`src/hdl/mr2u_pkg.sv`:
```
// shared types, constants and the code point table for the macroman to utf-8 converter
package mr2u_pkg;

    // special byte codes
    localparam logic [7:0] C_CR        = 8'h0D;
    localparam logic [7:0] C_LF        = 8'h0A;
    localparam logic [7:0] C_DQUOTE    = 8'h22;
    localparam logic [7:0] C_SQUOTE    = 8'h27;
    localparam logic [7:0] C_SLASH     = 8'h2F;
    localparam logic [7:0] C_BSLASH    = 8'h5C;
    localparam logic [7:0] C_CURLY_OPN = 8'hD2;
    localparam logic [7:0] C_COMMENT   = 8'hC7;
    localparam logic [7:0] C_DROP      = 8'hC8;
    localparam logic [7:0] C_LEAD3     = 8'hE0;
    localparam logic [7:0] C_LEAD2     = 8'hC0;
    localparam logic [7:0] C_CONT      = 8'h80;
    localparam logic [15:0] C_CURLY_CLS = 16'h201D;
    localparam logic [15:0] C_CP_3BYTE  = 16'h0800;

    // queue geometry
    localparam int C_Q_DEPTH = 4;
    localparam int C_Q_AW    = $clog2(C_Q_DEPTH);

    // one queued unit: up to three output bytes and how many of them are used
    typedef struct packed {
        logic [7:0] b2;
        logic [7:0] b1;
        logic [7:0] b0;
        logic [1:0] cnt;
    } t_entry;

    // code points of bytes 0x80 to 0xff
    localparam logic [15:0] C_MR_ROM [0:127] = '{
        16'h00C4, 16'h00C5, 16'h00C7, 16'h00C9, 16'h00D1, 16'h00D6, 16'h00DC, 16'h00E1,
        16'h00E0, 16'h00E2, 16'h00E4, 16'h00E3, 16'h00E5, 16'h00E7, 16'h00E9, 16'h00E8,
        16'h00EA, 16'h00EB, 16'h00ED, 16'h00EC, 16'h00EE, 16'h00EF, 16'h00F1, 16'h00F3,
        16'h00F2, 16'h00F4, 16'h00F6, 16'h00F5, 16'h00FA, 16'h00F9, 16'h00FB, 16'h00FC,
        16'h2020, 16'h00B0, 16'h00A2, 16'h00A3, 16'h00A7, 16'h2022, 16'h00B6, 16'h00DF,
        16'h00AE, 16'h00A9, 16'h2122, 16'h00B4, 16'h00A8, 16'h2260, 16'h00C6, 16'h00D8,
        16'h221E, 16'h00B1, 16'h2264, 16'h2265, 16'h00A5, 16'h00B5, 16'h2202, 16'h2211,
        16'h220F, 16'h03C0, 16'h222B, 16'h00AA, 16'h00BA, 16'h03A9, 16'h00E6, 16'h00F8,
        16'h00BF, 16'h00A1, 16'h00AC, 16'h221A, 16'h0192, 16'h2248, 16'h2206, 16'h00AB,
        16'h00BB, 16'h2026, 16'h00A0, 16'h00C0, 16'h00C3, 16'h00D5, 16'h0152, 16'h0153,
        16'h2013, 16'h2014, 16'h201C, 16'h201D, 16'h2018, 16'h2019, 16'h00F7, 16'h25CA,
        16'h00FF, 16'h0178, 16'h2044, 16'h20AC, 16'h2039, 16'h203A, 16'hFB01, 16'hFB02,
        16'h2021, 16'h00B7, 16'h201A, 16'h201E, 16'h2030, 16'h00C2, 16'h00CA, 16'h00C1,
        16'h00CB, 16'h00C8, 16'h00CD, 16'h00CE, 16'h00CF, 16'h00CC, 16'h00D3, 16'h00D4,
        16'hF8FF, 16'h00D2, 16'h00DA, 16'h00DB, 16'h00D9, 16'h0131, 16'h02C6, 16'h02DC,
        16'h00AF, 16'h02D8, 16'h02D9, 16'h02DA, 16'h00B8, 16'h02DD, 16'h02DB, 16'h02C7
    };

endpackage

```
`src/hdl/macroman_to_utf8_literal_aware.sv`:
```
// top level of the literal-aware macroman to utf-8 converter
//
//  channel | dir | tdata           | tlast
//  s_axis  | in  | [7:0] in_byte   | end_of_text
//  m_axis  | out | [7:0] out_byte  | last_of_run
//
//  one output word per cycle while tready is high; an input word yields zero to three
//  output words; an input word is taken each cycle while the four-unit queue has room
//  the output side is fed straight from the queue head, so steady rate is set by
//  the number of utf-8 bytes sent, one per cycle on the output port while tready is high
//  synchronous active-low reset clears literal state, queue and byte index
//  a stalled output keeps its word; the input side keeps running until the queue fills
module macroman_to_utf8_literal_aware import mr2u_pkg::*; (
    input  logic       i_clk,
    input  logic       i_rst_n,
    input  logic       s_axis_tvalid,
    output logic       s_axis_tready,
    input  logic [7:0] s_axis_tdata,   // [7:0] in_byte
    input  logic       s_axis_tlast,
    output logic       m_axis_tvalid,
    input  logic       m_axis_tready,
    output logic [7:0] m_axis_tdata,   // [7:0] out_byte
    output logic       m_axis_tlast
);

    logic   push, pop, full, empty, accept;
    t_entry entry, head;

    assign s_axis_tready = !full;
    assign accept        = s_axis_tvalid && !full;

    // classify and encode
    mr2u_front u_front (
        .i_clk    (i_clk),
        .i_rst_n  (i_rst_n),
        .i_accept (accept),
        .i_byte   (s_axis_tdata),
        .i_eot    (s_axis_tlast),
        .o_push   (push),
        .o_entry  (entry)
    );

    // decoupling queue
    mr2u_queue u_queue (
        .i_clk   (i_clk),
        .i_rst_n (i_rst_n),
        .i_push  (push),
        .i_entry (entry),
        .i_pop   (pop),
        .o_full  (full),
        .o_empty (empty),
        .o_head  (head)
    );

    // byte sender
    mr2u_back u_back (
        .i_clk    (i_clk),
        .i_rst_n  (i_rst_n),
        .i_empty  (empty),
        .i_head   (head),
        .o_pop    (pop),
        .o_tvalid (m_axis_tvalid),
        .i_tready (m_axis_tready),
        .o_tdata  (m_axis_tdata),
        .o_tlast  (m_axis_tlast)
    );

endmodule

```
`src/hdl/mr2u_front.sv`:
```
// front end: literal tracking, code point lookup and utf-8 encoding of one input word
module mr2u_front import mr2u_pkg::*; (
    input  logic       i_clk,
    input  logic       i_rst_n,
    input  logic       i_accept,
    input  logic [7:0] i_byte,
    input  logic       i_eot,
    output logic       o_push,
    output t_entry     o_entry
);

    logic r_str, r_curly, r_chr, r_esc;
    logic n_str, n_curly, n_chr, n_esc;
    logic [15:0] cp;
    t_entry cp_enc;
    logic drop;

    // code point and its utf-8 form
    always_comb begin
        cp = i_byte[7] ? C_MR_ROM[i_byte[6:0]] : {8'h00, i_byte};
        cp_enc = '0;
        if (!i_byte[7]) begin
            cp_enc.b0  = i_byte;
            cp_enc.cnt = 2'd1;
        end else if (cp < C_CP_3BYTE) begin
            cp_enc.b0  = C_LEAD2 | {3'b000, cp[10:6]};
            cp_enc.b1  = C_CONT | {2'b00, cp[5:0]};
            cp_enc.cnt = 2'd2;
        end else begin
            cp_enc.b0  = C_LEAD3 | {4'h0, cp[15:12]};
            cp_enc.b1  = C_CONT | {2'b00, cp[11:6]};
            cp_enc.b2  = C_CONT | {2'b00, cp[5:0]};
            cp_enc.cnt = 2'd3;
        end
    end

    // classification and next literal state
    always_comb begin
        n_str   = r_str;
        n_curly = r_curly;
        n_chr   = r_chr;
        n_esc   = r_esc;
        o_entry = cp_enc;
        drop    = 1'b0;
        if (i_byte == C_CR || i_byte == C_LF) begin
            n_str = 1'b0;
            n_chr = 1'b0;
            n_esc = 1'b0;
            o_entry = '0;
            o_entry.b0  = C_LF;
            o_entry.cnt = 2'd1;
        end else if (r_str || r_chr) begin
            if (r_esc) begin
                n_esc = 1'b0;
            end else if (i_byte == C_BSLASH) begin
                n_esc = 1'b1;
            end else if (r_str) begin
                if (r_curly ? (cp == C_CURLY_CLS) : (i_byte == C_DQUOTE)) begin
                    n_str = 1'b0;
                end
            end else if (i_byte == C_SQUOTE) begin
                n_chr = 1'b0;
            end
        end else if (i_byte == C_DQUOTE) begin
            n_str   = 1'b1;
            n_curly = 1'b0;
        end else if (i_byte == C_CURLY_OPN) begin
            n_str   = 1'b1;
            n_curly = 1'b1;
        end else if (i_byte == C_SQUOTE) begin
            n_chr = 1'b1;
        end else if (i_byte == C_COMMENT) begin
            o_entry = '0;
            o_entry.b0  = C_SLASH;
            o_entry.b1  = C_SLASH;
            o_entry.cnt = 2'd2;
        end else if (i_byte == C_DROP) begin
            drop = 1'b1;
        end
        // end of text returns to the reset state
        if (i_eot) begin
            n_str   = 1'b0;
            n_curly = 1'b0;
            n_chr   = 1'b0;
            n_esc   = 1'b0;
        end
    end

    assign o_push = i_accept && !drop;

    // literal state registers
    always_ff @(posedge i_clk) begin
        if (!i_rst_n) begin
            r_str   <= 1'b0;
            r_curly <= 1'b0;
            r_chr   <= 1'b0;
            r_esc   <= 1'b0;
        end else if (i_accept) begin
            r_str   <= n_str;
            r_curly <= n_curly;
            r_chr   <= n_chr;
            r_esc   <= n_esc;
        end
    end

endmodule

```
`src/hdl/mr2u_queue.sv`:
```
// short queue of encoded units between front and back end
module mr2u_queue import mr2u_pkg::*; (
    input  logic   i_clk,
    input  logic   i_rst_n,
    input  logic   i_push,
    input  t_entry i_entry,
    input  logic   i_pop,
    output logic   o_full,
    output logic   o_empty,
    output t_entry o_head
);

    t_entry r_slot [C_Q_DEPTH];
    logic [C_Q_AW-1:0] r_wr, r_rd;
    logic [C_Q_AW:0]   r_cnt;

    assign o_full  = (r_cnt == (C_Q_AW+1)'(C_Q_DEPTH));
    assign o_empty = (r_cnt == '0);
    assign o_head  = r_slot[r_rd];

    // storage
    always_ff @(posedge i_clk) begin
        if (i_push) begin
            r_slot[r_wr] <= i_entry;
        end
    end

    // pointers and fill count
    always_ff @(posedge i_clk) begin
        if (!i_rst_n) begin
            r_wr  <= '0;
            r_rd  <= '0;
            r_cnt <= '0;
        end else begin
            if (i_push) begin
                r_wr <= r_wr + 1'b1;
            end
            if (i_pop) begin
                r_rd <= r_rd + 1'b1;
            end
            case ({i_push, i_pop})
                2'b10:   r_cnt <= r_cnt + 1'b1;
                2'b01:   r_cnt <= r_cnt - 1'b1;
                default: r_cnt <= r_cnt;
            endcase
        end
    end

endmodule

```
`src/hdl/mr2u_back.sv`:
```
// back end: sends the bytes of the head unit one word per cycle while i_tready is high
module mr2u_back import mr2u_pkg::*; (
    input  logic       i_clk,
    input  logic       i_rst_n,
    input  logic       i_empty,
    input  t_entry     i_head,
    output logic       o_pop,
    output logic       o_tvalid,
    input  logic       i_tready,
    output logic [7:0] o_tdata,
    output logic       o_tlast
);

    logic [1:0] r_idx;
    logic       xfer;

    assign o_tvalid = !i_empty;
    assign xfer     = o_tvalid && i_tready;
    assign o_tlast  = (r_idx == i_head.cnt - 2'd1);
    assign o_pop    = xfer && o_tlast;

    // byte select within the unit
    always_comb begin
        case (r_idx)
            2'd0:    o_tdata = i_head.b0;
            2'd1:    o_tdata = i_head.b1;
            default: o_tdata = i_head.b2;
        endcase
    end

    // byte index
    always_ff @(posedge i_clk) begin
        if (!i_rst_n) begin
            r_idx <= '0;
        end else if (xfer) begin
            r_idx <= o_tlast ? 2'd0 : r_idx + 2'd1;
        end
    end

endmodule
```
`config.mk`:
```
export PLATFORM = sky130hd
export DESIGN_NAME = macroman_to_utf8_literal_aware
export DESIGN_NICKNAME = d
export VERILOG_FILES = /design/src/hdl/mr2u_pkg.sv /design/src/hdl/macroman_to_utf8_literal_aware.sv /design/src/hdl/mr2u_front.sv /design/src/hdl/mr2u_queue.sv /design/src/hdl/mr2u_back.sv
export SDC_FILE = /design/constraint.sdc
export NUM_CORES = 1
export LEC_CHECK = 0
export ABC_AREA = 1
export BUFFER_PORTS_ARGS = -buffer_cell sky130_fd_sc_hd__clkbuf_2
export CAP_MARGIN = 20
export CORE_MARGIN = 2
export CORE_UTILIZATION = 43
export CTS_BUF_LIST = sky130_fd_sc_hd__clkbuf_8 sky130_fd_sc_hd__clkbuf_16
export DETAILED_ROUTE_END_ITERATION = 8
export SYNTH_ARGS = -nofsm -noshare
export SYNTH_HDL_FRONTEND = slang
export SYNTH_HIERARCHICAL = 1
export SYNTH_SLANG_ARGS = --single-unit
```
`constraint.sdc`:
```
create_clock -name i_clk -period 6 [get_ports i_clk]
set_input_delay 1.2 -clock i_clk [delete_from_list [all_inputs] [get_ports i_clk]]
set_output_delay 1.2 -clock i_clk [all_outputs]
set_load 0.05 [all_outputs]
```
Word level (Yosys, flattened, before mapping):

Memories as Yosys holds them, arrays and structs flattened. A register that Yosys moved wholly into a read port is not among the register bits.
Cells that the tools add are included.

* add/subtract/negate cells: 6
* $lt $le $gt $ge: 2
* reductions and logical operators: 21
* $mul: 0
* eq/ne operators: 21
* bitwise logic cells: 1
* divide/modulo/power cells: 0
* shifts and indexed selects: 0
* mux-type cells: 56

Operator list (count)
* $mux W26: 6
* $mux W16: 5
* $mux W1: 38
* $eq A8 B8 Y1 const B: 3
* $eq A16 B14 Y1 const B: 1
* $eq A8 B4 Y1 const B: 2
* $eq A8 B6 Y1 const B: 2
* $lt A16 B12 Y1 const B: 1
* $pmux W8 S2: 1
* $mux W10: 1
* $eq A8 B7 Y1 const B: 1
* $ge A8 B8 Y1 const B: 1
* $mux W8: 1
* $ne A4 B2 Y1 const B: 2
* $ne A4 B4 Y1 const B: 2
* $not A7 Y8: 1
* $reduce_and A4 Y1: 2
* $reduce_and A8 Y1: 1
* $reduce_bool A4 Y1: 2
* $add A2 B1 Y2 const B: 3
* $mux W2: 3
* $pmux W3 S2: 1
* $reduce_bool A3 Y1: 2
* $reduce_bool A5 Y1: 1
* other kinds (16): 24

* output and inout bits: 11
* memory bits (read-only): 2048
* register bits: 13
* RAM bits: 104
* latch bits: 0
* logic and storage cells: 117
* memories: 2
* input port bits: 13

Memory list
* (no name shown): depth 128, bits a word 16, rd ports 1, clocked after Yosys merged registers in 0, wr ports 0, RTL line mr2u_front.sv:20 `cp = i_byte[7] ? C_MR_ROM[i_byte[6:0]] : {8'h00, i_byte};`
* u_queue.r_slot: depth 4, bits a word 26, rd ports 1, clocked after Yosys merged registers in 1, wr ports 1, RTL line mr2u_queue.sv:13 `t_entry r_slot [C_Q_DEPTH];`

Depth between registers and ports, before layout:

* depth after elaboration: 14
* gate-level depth with buffers: 20
* gate-level depth less buffers: 19

Modules after synthesis:

Netlist, hierarchy kept.

By module, submodules not included
* mr2u_queue: sequential area each 3303.2 um^2, instances 1, cells an instance 308, area an instance 4287.9 um^2
* mr2u_front: sequential area each 80.1 um^2, instances 1, cells an instance 539, area an instance 2568.7 um^2
* mr2u_back: sequential area each 40.0 um^2, instances 1, cells an instance 60, area an instance 349.1 um^2
* macroman_to_utf8_literal_aware: sequential area each 0.0 um^2, instances 1, cells an instance 3, area an instance 13.8 um^2

Worst setup path before layout:

No wires, ideal clock.

* kind: input to register
* from: in s_axis_tdata[1]
* to: reg u_queue.r_cnt[2]
* path buffers: 0
* data arrival time: 3064 ps
* setup time: 110 ps
* path slack: 2827 ps
* stages on the path: 15
* required time: 5890 ps
* cell sequence: inv_1 -> ha_1 -> nand2_1 -> o41ai_1 -> inv_1 -> inv_1 -> ha_1 -> inv_1 -> fa_1 -> inv_1 -> nand2_1 -> nand3_1 -> nand2_1 -> inv_1 -> nor2_1

* cells in the longest elaborated chain, start to end: 12
* elaborated cells on any way between the ends: 21
* classes of those cells: eq/ne: 9; mux: 8; reduce/logical: 4

RTL lines
* from (decl): RTL line macroman_to_utf8_literal_aware.sv:18 `input logic [7:0] s_axis_tdata,`
* $eq A8 B8 Y1: RTL line mr2u_front.sv:77 `end else if (i_byte == C_DROP) begin`
* $mux W1: RTL line mr2u_front.sv:77
* $mux W1: RTL line mr2u_front.sv:72 `end else if (i_byte == C_COMMENT) begin`
* $mux W1: RTL line mr2u_front.sv:70 `end else if (i_byte == C_SQUOTE) begin`
* $mux W1: RTL line mr2u_front.sv:67 `end else if (i_byte == C_CURLY_OPN) begin`
* $mux W1: RTL line mr2u_front.sv:64 `end else if (i_byte == C_DQUOTE) begin`
* $mux W1: RTL line mr2u_front.sv:52 `end else if (r_str || r_chr) begin`
* $mux W1 *: RTL line mr2u_front.sv:45 `if (i_byte == C_CR || i_byte == C_LF) begin`
* $logic_not A1 Y1 *: RTL line mr2u_front.sv:89 `assign o_push = i_accept && !drop;`
* $logic_and A1 B1 Y1 *: RTL line mr2u_front.sv:89
* named net push: RTL line macroman_to_utf8_literal_aware.sv:26 `logic push, pop, full, empty, accept;`
* $eq A2 B1 Y1 / $eq A2 B2 Y1 (equally long branches): RTL line mr2u_queue.sv:41 `case ({i_push, i_pop})`
* $pmux W3 S2 / $reduce_bool A2 Y1 (equally long branches)
* to (signal assigned): RTL line mr2u_queue.sv:42 `2'b10: r_cnt <= r_cnt + 1'b1;`
* to (signal assigned): RTL line mr2u_queue.sv:43 `2'b01: r_cnt <= r_cnt - 1'b1;`
* to (signal assigned): RTL line mr2u_queue.sv:44 `default: r_cnt <= r_cnt;`
* to (decl): RTL line mr2u_queue.sv:15 `logic [C_Q_AW:0] r_cnt;`

The timed path passes the listed nets; every way through them passes the cells marked *.
A chain may end at the register's enable or synchronous reset.

==> impl_metrics.xml <==
<?xml version="1.0" encoding="UTF-8"?>
<metrics>
  <group name="critical_path">
    <metric name="crit_type" unit="">register to output pin</metric>
    <metric name="cp-start-kind" unit="">register</metric>
    <metric name="cp.arrival" unit="ps">2880</metric>
    <metric name="count_of_buffering_cells_on_the_critical_path_with_inverters_included" unit="">4</metric>
    <metric name="critical_path_s_top_delay_family" unit="">flip-flops</metric>
    <metric name="timing.critical_path.cells" unit="">inv_2 -&gt; o21ai_0 -&gt; o22ai_1 -&gt; inv_1 -&gt; nand2_1 -&gt; nand3_1 -&gt; nand2_1 -&gt; inv_1 -&gt; clkbuf_2</metric>
    <metric name="critPathRequiredTime" unit="ps">4800</metric>
    <metric name="crit_slowest_cell" unit="">dfxtp_1</metric>
    <metric name="worst_setup_path_end_kind" unit="">output pin</metric>
    <metric name="slowest_delay" unit="ps">1030</metric>
    <metric name="crit_path_max_fanout" unit="">27</metric>
  </group>
  <group name="timing">
    <metric name="finClkSkew" unit="ps">11.7</metric>
    <metric name="hold_slack" unit="ps">463</metric>
    <metric name="worst_slew_pin_slew" unit="ps">1080</metric>
    <metric name="report.final.setup_viol" unit="">0</metric>
    <metric name="unrepaired_setup_endpoints_after_global_routing" unit="">false</metric>
    <metric name="totalNegativeSetupSlack" unit="ps">0</metric>
    <metric name="slew_headroom" unit="%">28.2</metric>
    <metric name="period_share" unit="%">68.1</metric>
    <metric name="achievable-frequency" unit="GHz">0.245</metric>
    <metric name="slew_violations" unit="">0</metric>
    <metric name="hold_viol_final" unit="">0</metric>
    <metric name="period_needed" unit="ps">4080</metric>
  </group>
  <group name="yosys">
    <metric name="syn_area" unit="sq um">7220</metric>
    <metric name="dominant_combinational_cell_family_by_area_after_synthesis" unit="">simple AND/OR/NAND/NOR gates</metric>
    <metric name="synth_area_leader_cell" unit="">edfxtp_1</metric>
    <metric name="ys_warn_count" unit="">6</metric>
    <metric name="post_synth_num_cell_types" unit="">41</metric>
    <metric name="synth.ff_latch_count" unit="">119</metric>
    <metric name="synth.area.mux_share" unit="%">0</metric>
    <metric name="post_synth_xor_area_fraction" unit="%">0</metric>
    <metric name="post_synth_and_or_nand_nor_area_fraction" unit="%">28.0</metric>
    <metric name="synth-main-ff-cell" unit="">edfxtp_1</metric>
    <metric name="ys_async_sr_fraction" unit="%">0</metric>
    <metric name="synth_compound_area_share" unit="%">12.9</metric>
    <metric name="seq_area_frac_synth" unit="%">47.4</metric>
    <metric name="synth_enable_flop_cells" unit="">104</metric>
    <metric name="synthDominantCellAreaShare" unit="%">43.3</metric>
    <metric name="yosys.area_share.adder" unit="%">3.57</metric>
    <metric name="cell_types_with_the_largest_area_share_after_synthesis" unit="">edfxtp_1, nand2_1, nor2_1</metric>
    <metric name="post_synth_inst_count" unit="">910</metric>
    <metric name="mean_instance_size_in_the_synthesized_netlist" unit="sq um">7.93</metric>
  </group>
  <group name="finish">
    <metric name="area_delta_synth_final" unit="%">10.9</metric>
    <metric name="final_nets" unit="">952</metric>
    <metric name="final_core_util" unit="%">48.4</metric>
    <metric name="drive_above_1_share" unit="%">10.2</metric>
    <metric name="fillers" unit="">1621</metric>
    <metric name="regArea" unit="sq um">3420</metric>
    <metric name="antenna-diode-count" unit="">0</metric>
    <metric name="multiInputGateArea" unit="sq um">3220</metric>
  </group>
  <group name="die">
    <metric name="initial_utilization" unit="%">43.7</metric>
    <metric name="die_width" unit="um">134</metric>
    <metric name="ios" unit="">24</metric>
    <metric name="std_cell_rows" unit="">47</metric>
    <metric name="die-area" unit="sq um">17800</metric>
    <metric name="die_h" unit="um">134</metric>
    <metric name="floorplan.core_area" unit="sq um">16500</metric>
  </group>
  <group name="power_and_ir_drop">
    <metric name="max-vdd-ir-drop" unit="uV">302</metric>
    <metric name="power_leakage" unit="nW">3.45</metric>
    <metric name="power-per-cell-area" unit="nW/um^2">348</metric>
  </group>
  <group name="placed_design">
    <metric name="placed_wire_length_estimate" unit="mm">13.6</metric>
    <metric name="place.gp.congestion" unit="">1.01</metric>
    <metric name="portBuffers" unit="">23</metric>
  </group>
  <group name="flow_run">
    <metric name="cap_viol_max_count" unit="">0</metric>
  </group>
  <group name="clock_tree">
    <metric name="post_cts_resized" unit="">0</metric>
    <metric name="insertion_delay" unit="ps">410</metric>
    <metric name="cts_tree" unit="">yes</metric>
    <metric name="numClockSinks" unit="">119</metric>
    <metric name="cts_inserted_buffers" unit="">17</metric>
    <metric name="number_of_h_tree_levels" unit="">4</metric>
    <metric name="clk_pin_slew" unit="ps">50</metric>
    <metric name="cts_post_setup_buffers_inserted" unit="">0</metric>
    <metric name="clock-root-buffer" unit="">clkbuf_16</metric>
    <metric name="deepest_clock_path_buffer_count" unit="">2</metric>
    <metric name="ctsHoldBuffers" unit="">0</metric>
  </group>
  <group name="route">
    <metric name="post_drt_via_cell_ratio" unit="">5.52</metric>
    <metric name="antenna_left" unit="">0</metric>
    <metric name="routedWlPerCell" unit="um">17.3</metric>
    <metric name="m1WireLength" unit="mm">8.68</metric>
    <metric name="drc_errors" unit="">0</metric>
    <metric name="first_pass_iters" unit="">6</metric>
    <metric name="met3RoutedLength" unit="mm">1.55</metric>
    <metric name="drt_first_iter_violations" unit="">577</metric>
    <metric name="routed-wl-met2" unit="mm">9.20</metric>
    <metric name="routed.top_layer" unit="">met4</metric>
    <metric name="vias" unit="">6363</metric>
    <metric name="totalWireLength" unit="mm">20.0</metric>
  </group>
  <group name="grt">
    <metric name="grt_start_max_net_pins" unit="">54</metric>
    <metric name="groute.usage.overall" unit="%">22.8</metric>
    <metric name="grt.overflow.total" unit="">0</metric>
    <metric name="first_global_vias" unit="">5972</metric>
    <metric name="antenna_found_initial" unit="">0</metric>
    <metric name="grt_pass1_wl" unit="mm">32.0</metric>
  </group>
  <group name="min_path">
    <metric name="hold_path.class" unit="">register to register</metric>
  </group>
  <group name="status">
    <metric name="run_status" unit="">finished clean</metric>
  </group>
</metrics>
flip-flops by register name, summed over array words and instances, names as in the netlist, named ones only:
| signal | cells |
|---|---|
| u_back/r_idx | 2 |
| u_front/r_chr | 1 |
| u_front/r_curly | 1 |
| u_front/r_esc | 1 |
| u_front/r_str | 1 |
| u_queue/r_cnt | 3 |
| u_queue/r_rd | 2 |
| u_queue/r_slot | 104 |
| u_queue/r_wr | 2 |
cell usage in the layout (no fill, tap or decap), types with 17 or more instances in the layout:
cell / netlist / layout
inv_1: 68 / 70
a21oi_1: 29 / 29
o21ai_1: 21 / 21
ha_1: 19 / 19
edfxtp_1: 104 / 104
clkbuf_16: 0 / 17
nand3_1: 69 / 69
o21ai_0: 66 / 66
nand2_1: 256 / 256
clkbuf_2: 0 / 23
nor2_1: 122 / 122
o22ai_1: 27 / 27
routing by layer:
layer,track usage (%),vias up
met3,3.92,46
met5,0,-
met4,8.98,0
li1,-,3090
met1,31.2,2922
met2,36.3,305
final timing paths:
check | cells past startpoint | from | to | slack (ps)
worst max-delay path | 9 | register | m_axis_tlast | 1920
worst min-delay path | 1 | u_queue/r_rd[1] | u_queue/r_rd[1] | 460
worst max register to register | 17 | register | u_queue/r_cnt[2] | 2640
worst min register to register | 1 | u_queue/r_rd[1] | u_queue/r_rd[1] | 460
synth_stat cells (2+ instances only):
cell and instances:
nand3_1 69, edfxtp_1 104, nand2_2 6, inv_1 68, buf_2 18, buf_4 17, a31oi_1 3, a22oi_1 9
o22ai_1 27, o221ai_1 5, clkinv_1 2, buf_6 4, nor3_1 6, dfxtp_1 15, inv_2 11, ha_1 19
nor2_1 122, nor2_2 8, a21oi_1 29, nand2_1 256, nor2_4 3, o21ai_0 66, o21ai_1 21, nand4_1 5
cell families (layout without fill, tap and decap cells):
logic type | Yosys count | after routing
and+or+nand+nor | 481 | 481
AOI/OAI and AO/OA | 166 | 166
buffers and inverters | 123 | 144
DFF | 119 | 119
adders and majority gates | 20 | 20
other | 1 | 2
per-stage QoR:
step                total power, W  worst slack (ps)  std cells  area [sq um]
floorplan                  0.00162              2830        911          7220
global placement           0.00181              1950       1119          7390
detailed placement         0.00181              1940       1120          7420
CTS                        0.00280              1880       1152          8000
global route               0.00292              1700       1152          8000
finish                     0.00279              1920       1152          8000
layout make-up:
cell class,count,share of cell area (%)
clock inverter,15,2.02
clock buffer,17,5.31
timing repair buffer,30,2.34
sequential,119,42.8
tap,220,3.44
multi-input combinational,669,40.2
inverter,82,3.88
report_power, final:
part           internal (W)  switching, W
Clock              0.000645      0.000343
Combinational      0.000197      0.000594
Sequential         0.000982     0.0000235
Total               0.00182      0.000961
Note: power is estimated with default switching activity, not from simulation.
